**config.mk**
```make
export PLATFORM = sky130hd
export DESIGN_NAME = brace_command_frame_parser_core
export DESIGN_NICKNAME = d
export VERILOG_FILES = /design/src/hw/rtl/bcfp_pkg.sv /design/src/hw/rtl/bcfp_front.sv /design/src/hw/rtl/bcfp_queue.sv /design/src/hw/rtl/bcfp_back.sv /design/src/hw/rtl/brace_command_frame_parser_core.sv
export SDC_FILE = /design/constraint.sdc
export NUM_CORES = 1
export LEC_CHECK = 0
export BUFFER_PORTS_ARGS = -buffer_cell sky130_fd_sc_hd__buf_2
export CORE_ASPECT_RATIO = 1.5
export CORE_UTILIZATION = 37
export DETAILED_ROUTE_END_ITERATION = 10
export PLACE_DENSITY = 0.57
export SYNTH_ARGS = -nofsm -noshare
export SYNTH_HDL_FRONTEND = slang
export SYNTH_HIERARCHICAL = 1
export SYNTH_SLANG_ARGS = --single-unit
```
**constraint.sdc**
```tcl
create_clock -name clk -period 13.1 [get_ports clk]
set_clock_uncertainty 0.1 [all_clocks]
set_input_delay 1.965 -clock clk [delete_from_list [all_inputs] [get_ports clk]]
set_output_delay 1.965 -clock clk [all_outputs]
set_load 0.03 [all_outputs]
```
**src/hw/rtl/bcfp_pkg.sv**
```systemverilog
`default_nettype none
package bcfp_pkg;

  localparam int unsigned BCFP_MAX_FRAME_LEN = 65535;
  localparam int unsigned BCFP_QUEUE_DEPTH = 2;

  localparam logic [7:0] CH_OPEN = 8'h7B;
  localparam logic [7:0] CH_CLOSE = 8'h7D;
  localparam logic [7:0] CH_ZERO = 8'h30;
  localparam logic [7:0] CH_ONE = 8'h31;
  localparam logic [7:0] CH_NINE = 8'h39;
  localparam logic [7:0] CH_UPPER_A = 8'h41;
  localparam logic [7:0] CH_UPPER_B = 8'h42;

  localparam logic [3:0] CMD_NONE = 4'd0;
  localparam logic [3:0] CMD_ONE_LINE = 4'd3;
  localparam logic [3:0] CMD_FULL_SCREEN = 4'd4;
  localparam logic [3:0] CMD_FIXED = 4'd6;
  localparam logic [3:0] CMD_CIVIL = 4'd7;
  localparam logic [3:0] CMD_BRIGHT = 4'd8;
  localparam logic [3:0] CMD_VOLUME = 4'd9;
  localparam logic [3:0] CMD_PERIPH = 4'd10;
  localparam logic [3:0] CMD_VOICE = 4'd11;

  localparam logic [16:0] FEE_MAX = 17'd99999;
  localparam int unsigned RESULT_BITS = 96;

  typedef enum logic [1:0] {
    ST_OK = 2'd0,
    ST_FRAME = 2'd1,
    ST_CMD = 2'd2,
    ST_PARAM = 2'd3
  } status_t;

  // frame summary handed from front to back
  typedef struct packed {
    logic        shape_ok;
    logic        len_ok;
    logic [3:0]  command;
    logic [7:0]  decl_len;
    logic [7:0]  byte0;
    logic [7:0]  byte1;
    logic [7:0]  byte2;
    logic        digit_error;
    logic [16:0] fee;
  } frame_t;

  typedef struct packed {
    logic [7:0]  payload_len;
    logic [16:0] fee_amount;
    logic [7:0]  kind;
    logic [7:0]  ctrl_byte;
    logic [7:0]  level;
    logic [7:0]  pos_y;
    logic [7:0]  pos_x;
    logic [7:0]  row;
    logic [7:0]  color;
    logic [7:0]  decl_len;
    logic [3:0]  command;
    status_t     status;
  } result_t;

endpackage
`default_nettype wire

```
**src/hw/rtl/bcfp_front.sv**
```systemverilog
`default_nettype none
module bcfp_front #(
  parameter int unsigned MAX_FRAME_LEN = bcfp_pkg::BCFP_MAX_FRAME_LEN
) (
  input  wire logic            clk,
  input  wire logic            rst,
  input  wire logic            accept,
  input  wire logic [7:0]      frame_byte,
  input  wire logic            is_last,
  output logic                 push,
  output bcfp_pkg::frame_t     frame
);
  import bcfp_pkg::*;

  localparam int PosRaw = $clog2(MAX_FRAME_LEN + 1);
  localparam int PosW = (PosRaw < 4) ? 4 : PosRaw;
  localparam int CmpW = (PosW > 8) ? PosW : 8;

  logic [PosW-1:0] pos;
  logic            start_seen;
  logic [3:0]      command_code;
  logic [7:0]      declared_length;
  logic [7:0]      data_byte_zero;
  logic [7:0]      data_byte_one;
  logic [7:0]      data_byte_two;
  logic            digit_error;
  logic [16:0]     fee;

  logic            too_long;
  logic            is_digit;
  logic            fee_slot;
  logic [3:0]      mapped;
  logic [16:0]     fee_next;

  assign too_long = pos >= PosW'(MAX_FRAME_LEN);
  assign is_digit = (frame_byte >= CH_ZERO) && (frame_byte <= CH_NINE);
  assign fee_slot = (pos >= PosW'(4)) && (pos <= PosW'(8));
  assign fee_next = (fee << 3) + (fee << 1) + 17'(frame_byte - CH_ZERO);

  always_comb begin
    if ((frame_byte >= CH_ONE) && (frame_byte <= CH_NINE)) begin
      mapped = frame_byte[3:0];
    end else if (frame_byte == CH_UPPER_A) begin
      mapped = CMD_PERIPH;
    end else if (frame_byte == CH_UPPER_B) begin
      mapped = CMD_VOICE;
    end else begin
      mapped = CMD_NONE;
    end
  end

  always_ff @(posedge clk) begin
    if (rst) begin
      push <= 1'b0;
      pos <= '0;
      start_seen <= 1'b0;
      command_code <= CMD_NONE;
      declared_length <= '0;
      data_byte_zero <= '0;
      data_byte_one <= '0;
      data_byte_two <= '0;
      digit_error <= 1'b0;
      fee <= '0;
    end else begin
      push <= accept && is_last;
      if (accept && is_last) begin
        frame.shape_ok <= !too_long && (pos >= PosW'(3)) && start_seen &&
                          (frame_byte == CH_CLOSE);
        frame.len_ok <= (CmpW'(pos) - CmpW'(3)) >= CmpW'(declared_length);
        frame.command <= command_code;
        frame.decl_len <= declared_length;
        frame.byte0 <= data_byte_zero;
        frame.byte1 <= data_byte_one;
        frame.byte2 <= data_byte_two;
        frame.digit_error <= digit_error;
        frame.fee <= fee;
        pos <= '0;
        start_seen <= 1'b0;
        command_code <= CMD_NONE;
        declared_length <= '0;
        data_byte_zero <= '0;
        data_byte_one <= '0;
        data_byte_two <= '0;
        digit_error <= 1'b0;
        fee <= '0;
      end else if (accept) begin
        case (pos)
          PosW'(0): start_seen <= (frame_byte == CH_OPEN);
          PosW'(1): command_code <= mapped;
          PosW'(2): declared_length <= frame_byte;
          PosW'(3): data_byte_zero <= frame_byte;
          PosW'(4): data_byte_one <= frame_byte;
          PosW'(5): data_byte_two <= frame_byte;
          default: ;
        endcase
        if (fee_slot && !digit_error) begin
          if (is_digit) begin
            fee <= fee_next;
          end else begin
            digit_error <= 1'b1;
          end
        end
        if (!too_long) begin
          pos <= pos + PosW'(1);
        end
      end
    end
  end

endmodule
`default_nettype wire

```
**src/hw/rtl/bcfp_queue.sv**
```systemverilog
`default_nettype none
module bcfp_queue #(
  parameter int unsigned DEPTH = bcfp_pkg::BCFP_QUEUE_DEPTH
) (
  input  wire logic             clk,
  input  wire logic             rst,
  input  wire logic             push,
  input  wire bcfp_pkg::frame_t push_data,
  input  wire logic             pop,
  output logic                  full,
  output logic                  almost_full,
  output logic                  not_empty,
  output bcfp_pkg::frame_t      head
);
  import bcfp_pkg::*;

  localparam int AddrW = (DEPTH < 2) ? 1 : $clog2(DEPTH);
  localparam int CntW = $clog2(DEPTH + 1);

  frame_t            entries [DEPTH];
  logic [AddrW-1:0]  wr_ptr;
  logic [AddrW-1:0]  rd_ptr;
  logic [CntW-1:0]   count;
  logic              do_push;
  logic              do_pop;

  assign full = count == CntW'(DEPTH);
  assign almost_full = count == CntW'(DEPTH - 1);
  assign not_empty = count != '0;
  assign do_push = push && !full;
  assign do_pop = pop && not_empty;
  assign head = entries[rd_ptr];

  always_ff @(posedge clk) begin
    if (do_push) begin
      entries[wr_ptr] <= push_data;
    end
  end

  always_ff @(posedge clk) begin
    if (rst) begin
      wr_ptr <= '0;
      rd_ptr <= '0;
      count <= '0;
    end else begin
      if (do_push) begin
        wr_ptr <= (wr_ptr == AddrW'(DEPTH - 1)) ? '0 : wr_ptr + AddrW'(1);
      end
      if (do_pop) begin
        rd_ptr <= (rd_ptr == AddrW'(DEPTH - 1)) ? '0 : rd_ptr + AddrW'(1);
      end
      if (do_push && !do_pop) begin
        count <= count + CntW'(1);
      end else if (do_pop && !do_push) begin
        count <= count - CntW'(1);
      end
    end
  end

endmodule
`default_nettype wire

```
**src/hw/rtl/bcfp_back.sv**
```systemverilog
`default_nettype none
module bcfp_back (
  input  wire logic             clk,
  input  wire logic             rst,
  input  wire logic             head_valid,
  input  wire bcfp_pkg::frame_t head,
  output logic                  pop,
  output logic                  out_valid,
  input  wire logic             out_ready,
  output bcfp_pkg::result_t     result
);
  import bcfp_pkg::*;

  result_t     r;
  logic [7:0]  d;
  logic [7:0]  digit0;
  logic [7:0]  digit1;

  assign pop = head_valid && (!out_valid || out_ready);
  assign d = head.decl_len;
  assign digit0 = head.byte0 - CH_ZERO;
  assign digit1 = head.byte1 - CH_ONE;

  always_comb begin
    r = '0;
    r.status = ST_OK;
    if (!head.shape_ok) begin
      r.status = ST_FRAME;
    end else if (head.command == CMD_NONE) begin
      r.status = ST_CMD;
    end else if (!head.len_ok) begin
      r.status = ST_FRAME;
      r.command = head.command;
    end else begin
      r.command = head.command;
      r.decl_len = d;
      case (head.command)
        CMD_ONE_LINE: begin
          if (d < 8'd2) begin
            r.status = ST_PARAM;
          end else begin
            r.color = digit0;
            r.row = digit1;
            r.payload_len = d - 8'd2;
            if (digit0 > 8'd2 || digit1 > 8'd4) r.status = ST_PARAM;
          end
        end
        CMD_FULL_SCREEN: begin
          if (d < 8'd3) begin
            r.status = ST_PARAM;
          end else begin
            r.color = digit0;
            r.pos_x = head.byte1;
            r.pos_y = head.byte2;
            r.payload_len = d - 8'd3;
            if (digit0 > 8'd2) r.status = ST_PARAM;
          end
        end
        CMD_BRIGHT: begin
          if (d < 8'd1) begin
            r.status = ST_PARAM;
          end else begin
            r.level = digit0;
            if (digit0 > 8'd5) r.status = ST_PARAM;
          end
        end
        CMD_VOLUME: begin
          if (d < 8'd1) begin
            r.status = ST_PARAM;
          end else begin
            r.level = digit0;
            if (digit0 < 8'd1 || digit0 > 8'd5) r.status = ST_PARAM;
          end
        end
        CMD_PERIPH: begin
          if (d < 8'd1) begin
            r.status = ST_PARAM;
          end else begin
            r.ctrl_byte = head.byte0;
          end
        end
        CMD_CIVIL: begin
          if (d < 8'd1) begin
            r.status = ST_PARAM;
          end else begin
            r.kind = digit0;
            if (digit0 > 8'd3) r.status = ST_PARAM;
          end
        end
        CMD_FIXED: begin
          if (d < 8'd2) begin
            r.status = ST_PARAM;
          end else begin
            r.kind = digit0;
            r.payload_len = d - 8'd1;
            if (digit0 > 8'd1) r.status = ST_PARAM;
          end
        end
        CMD_VOICE: begin
          if (d < 8'd6) begin
            r.status = ST_PARAM;
          end else begin
            r.kind = digit0;
            r.fee_amount = head.fee;
            if (head.digit_error) r.status = ST_PARAM;
          end
        end
        default: ;
      endcase
    end
  end

  always_ff @(posedge clk) begin
    if (rst) begin
      out_valid <= 1'b0;
    end else begin
      if (pop) begin
        out_valid <= 1'b1;
        result <= r;
      end else if (out_ready) begin
        out_valid <= 1'b0;
      end
    end
  end

endmodule
`default_nettype wire

```
**src/hw/rtl/brace_command_frame_parser_core.sv**
```systemverilog
// after tlast, a frame passes the front register, a queue entry and the back's
// result register; one byte per cycle and a result per frame, down to one per cycle,
// except that s_tready drops while the frame queue between front and back is full,
// or while a frame still on its way into the queue would take its last free entry
// rst is synchronous and active high; it clears parser state, queue and output valid
`default_nettype none
module brace_command_frame_parser_core #(
  parameter int unsigned MAX_FRAME_LEN = bcfp_pkg::BCFP_MAX_FRAME_LEN,
  parameter int unsigned QUEUE_DEPTH = bcfp_pkg::BCFP_QUEUE_DEPTH
) (
  input  wire logic                              clk,
  input  wire logic                              rst,
  input  wire logic                              s_tvalid,
  output logic                                   s_tready,
  input  wire logic [7:0]                        s_tdata,  // frame_byte
  input  wire logic                              s_tlast,  // is_last
  output logic                                   m_tvalid,
  input  wire logic                              m_tready,
  // status, command, decl_len, color, row, pos_x, pos_y, level, ctrl_byte,
  // kind, fee_amount, payload_len, one zero pad bit
  output logic [bcfp_pkg::RESULT_BITS-1:0]       m_tdata
);
  import bcfp_pkg::*;

  logic    accept;
  logic    push;
  frame_t  frame;
  logic    q_full;
  logic    q_almost_full;
  logic    q_valid;
  frame_t  q_head;
  logic    pop;
  result_t result;

  assign s_tready = !q_full && !(push && q_almost_full && !pop);
  assign accept = s_tvalid && s_tready;
  assign m_tdata = RESULT_BITS'(result);

  bcfp_front #(
    .MAX_FRAME_LEN(MAX_FRAME_LEN)
  ) u_front (
    .clk(clk),
    .rst(rst),
    .accept(accept),
    .frame_byte(s_tdata),
    .is_last(s_tlast),
    .push(push),
    .frame(frame)
  );

  bcfp_queue #(
    .DEPTH(QUEUE_DEPTH)
  ) u_queue (
    .clk(clk),
    .rst(rst),
    .push(push),
    .push_data(frame),
    .pop(pop),
    .full(q_full),
    .almost_full(q_almost_full),
    .not_empty(q_valid),
    .head(q_head)
  );

  bcfp_back u_back (
    .clk(clk),
    .rst(rst),
    .head_valid(q_valid),
    .head(q_head),
    .pop(pop),
    .out_valid(m_tvalid),
    .out_ready(m_tready),
    .result(result)
  );

endmodule
`default_nettype wire

```
==> impl_results.md <==
- Slowest CP cell: or4b_2
- Register bit count reported by yosys: 341
- Synth top area share: 0.516
- Initial Util: 0.378
- Global-route wire length before repair: 48900 um
- CTS H-tree lvls: 1
- Via count: 9218
- Storage element area: 9460 um^2
- Maximum clock frequency: 199 MHz
- Ys async rst share: 0
- Post-synthesis mux area share: 0.0621
- Final wirelength: 31200 um
- CTS tree: built
- Post-cts hold buffer count: 0
- Clock Power Share: 0.353
- Net Switching: 0.695 mW
- Ratio of final minimum period to clock period: 0.383
- Number of library cell types mapped by synthesis: 83
- Post-CTS Resized: 0
- Initial antenna violation count: 1
- Crit path kind: primary input to flip-flop
- # nets final: 1356
- DIE AREA: 42200 um^2
- CP max stage delay: 0.64 ns
- Power share of the sequential group: 0.490
- Fin cells: 1817
- Critical Path, Cell by Cell: buf_2, nand2b_1, and2_1, and3b_1, nor3b_2, or4b_2, or4_4, nor3_2, nand2_1, or4_1, nand3_1
- Outcome: completed
- GR peak layer: met2
- WP data required: 13.51 ns
- Max-cap violations: 0
- Number of global-route vias before repair: 9168
- Internal: 1.89 mW
- Post-synth EDFFs: 263
- Rows: 90
- Worst Path Arrival: 5.43 ns
- Sequential fraction of the synthesis area: 0.618
- Final min period: 5.02 ns
- Main synth FF type: edfxtp_1
- Syn Area/Cell: 12.9 um^2
- Switching share of power: 0.269
- Post-synthesis adder-cell area fraction: 0.0534
- Die height: 251 um
- HP Class: flip-flop to flip-flop
- Drt first pass iters: 5
- Clk pin slew, worst setup/hold paths: 0.07 ns
- Ys Warns: 6
- Wirelength per Cell: 17.2 um
- Core ar.: 40500 um^2
- Met1 Use GR: 0.164
- Fillers: 3737
- Antenna diode count: 0
- Post-synthesis simple-gate area fraction: 0.146
- Top-count cell post-synth: edfxtp_1
- Relative slew slack: 0.193
- Synth top area cells: edfxtp_1, dfxtp_1, mux2_4
- Critical Path End: u_front/fee[10]$_SDFFE_PP0P_
- Worst r2r src: u_queue/count[0]$_SDFFE_PP0P_
- # setup viols final: 0
- Tightest Pin Transition: 1.21 ns
- Top cells by count, synth: edfxtp_1, nand2_1, nor2_1
- R2r worst-path depth: 12
- Reg-to-Reg End: u_front/fee[10]$_SDFFE_PP0P_
- M2 GR Usage: 0.275
- Hold Path Origin: u_front/data_byte_zero[3]$_SDFFE_PP0P_
- Crit Path Max Fanout: 16
- Clock sink total: 341
- DR iter-0 viols: 516
- Post-CTS setup buffers: 0
- Routed Antenna Nets: 0
- CP startpoint kind: primary input
- Flop2flop setup slack: 8.94 ns
- Pwr Density: 149 nW/um^2
- Overflow after GRT: 0
- Slew Limit Fails: 0
- DRC: 0
- CTS root buf: clkbuf_16
- Global placement routability congestion: 0.841
- Critical path depth: 11
- Post-synthesis compound-gate area fraction: 0.0761
- Peak supply drop: 0.000109 V
- Longest Clk Path Bufs: 3
- Combinational share of power: 0.157
- Post-detail-place hpwl: 21900 um
- Setup_tns: 0 ns
- CP delay by family, top: simple AND/OR/NAND/NOR gates
- Crit path buf inv count: 1
- Layout cell share with drive strength beyond 1: 0.203
- CP endpoint kind: flip-flop
- Vias per cell: 5.07
- CP Launch Point: m_tready
- Hold Vio Cnt, Final: 0
- Ports: 111
- Cell count after synthesis: 1185
- Post-Synthesis Cell Area: 15300 um^2
- LEAKAGE: 6.38 nW
- Die width: 168 um
- Num CTS Buffers: 31
- Multi-input gate area: 5510 um^2
- Post-placement cell count: 1759
- Global routing usage on met3: 0.0211
- Cell type with the largest total area after synthesis: edfxtp_1
- Pin count of the biggest net entering global routing: 68
- Main combinational cell family by area after synthesis: simple AND/OR/NAND/NOR gates
- Port bufs: 109
- Syn_nets: 1255
- RSZ-0062 raised after global routing: false
- Area delta synth->final: 13.5%
- Skew-Pair Late Insertion Delay: 0.58 ns
- Post-Synth XOR/XNOR Area: 0.0194
- GRT Overall Usage: 0.147
## through the flow
step | util | setup slack, ns | total power, mW | cell area (um^2) | hold WS, ns
global placement | 0.403 | 7.56 | 1.70 | 16300 | 0.314
global route | 0.429 | 7.92 | 2.69 | 17400 | 0.336
CTS | 0.429 | 8.10 | 2.62 | 17400 | 0.334
finish | 0.429 | 8.08 | 2.58 | 17400 | 0.322
floorplan | - | 5.97 | 1.60 | 15300 | 0.303
detailed placement | 0.403 | 7.50 | 1.70 | 16300 | 0.319
## kinds of logic after synthesis
logic type                 after synthesis
and+or+nand+nor                        417
muxes                                   73
AOI/OAI and AO/OA                      182
buffers and inverters                   80
xor gates and xnor gates                34
other                                    1
DFF                                    341
adders and majority gates               57
## placed cells by master (no fill, tap or decap), types with 9 or more instances in the layout
cell / netlist / layout
nor2b_1: 18 / 16
mux2i_1: 17 / 17
nand2_1: 99 / 99
a211oi_1: 9 / 9
o21ai_0: 26 / 26
and3_1: 38 / 38
and2_1: 34 / 33
ha_1: 43 / 43
dfxtp_1: 78 / 77
buf_2: 11 / 109
xor2_1: 10 / 10
edfxtp_1: 263 / 263
nand3_1: 29 / 29
mux2_4: 40 / 40
nand4_1: 10 / 10
fa_1: 14 / 14
inv_1: 28 / 28
o211ai_1: 10 / 10
xnor2_1: 24 / 24
buf_4: 2 / 11
or3_1: 9 / 9
mux2_2: 16 / 16
a21oi_1: 78 / 78
nor3_1: 22 / 22
clkbuf_16: 0 / 31
nor2_1: 90 / 88
## routing by layer
metal,share of wire,vias to the layer above
met2,0.53,192
met4,0.035,2
met3,0.040,51
met1,0.40,4401
li1,-,4572
met5,0.00026,-
## worst reg2reg max path, stage by stage (launching register included)
cell	delay [ns]
dfxtp_1	0.37
inv_1	0.08
ha_1	0.21
inv_1	0.06
and2_1	0.21
and3b_1	0.22
nor3b_2	0.53
or4b_2	0.65
or4_4	0.47
nor3_2	0.21
nand2_1	0.34
or4_1	0.58
nand3_1	0.08
## layout make-up
cell class                      instances  area share
Tap cell                              506      0.0364
Timing Repair Buffer                  120      0.0361
Sequential cell                       341       0.545
Clock inverter                         17     0.00958
Clock buffer                           41      0.0503
Inverter                               28     0.00605
Multi-Input combinational cell        764       0.317
## registers in the layout (all words and copies together), names as in the netlist, 2 cells and up, named ones only
signal / count
u_queue/entries: 112
u_front/data_byte_zero: 8
u_front/declared_length: 8
u_front/fee: 17
u_front/data_byte_two: 8
u_queue/count: 2
u_front/command_code: 4
u_front/frame: 56
u_front/pos: 16
u_back/result: 95
u_front/data_byte_one: 8
## how the worst min path moves through the flow
| stage | to | slack (ns) | depth (start not counted) |
|---|---|---|---|
| after floorplan | u_front/frame[16]$_DFFE_PP_ | 0.30 | 0 |
| after global placement | u_front/frame[16]$_DFFE_PP_ | 0.31 | 0 |
| after detailed placement | u_front/frame[34]$_DFFE_PP_ | 0.32 | 0 |
| after CTS | u_front/frame[37]$_DFFE_PP_ | 0.33 | 0 |
| after global routing | u_front/frame[37]$_DFFE_PP_ | 0.34 | 0 |
| final | u_front/frame[37]$_DFFE_PP_ | 0.32 | 0 |
## power by group through the flow
| stage | Combinational (mW) | Clock (mW) | Sequential [mW] |
|---|---|---|---|
| after floorplan | 0.218 | 0 | 1.38 |
| after global placement | 0.407 | 0 | 1.29 |
| after detailed placement | 0.410 | 0 | 1.29 |
| after CTS | 0.411 | 0.940 | 1.27 |
| after global routing | 0.437 | 0.980 | 1.27 |
| final | 0.406 | 0.910 | 1.27 |
Note: power is estimated with default switching activity, not from simulation.
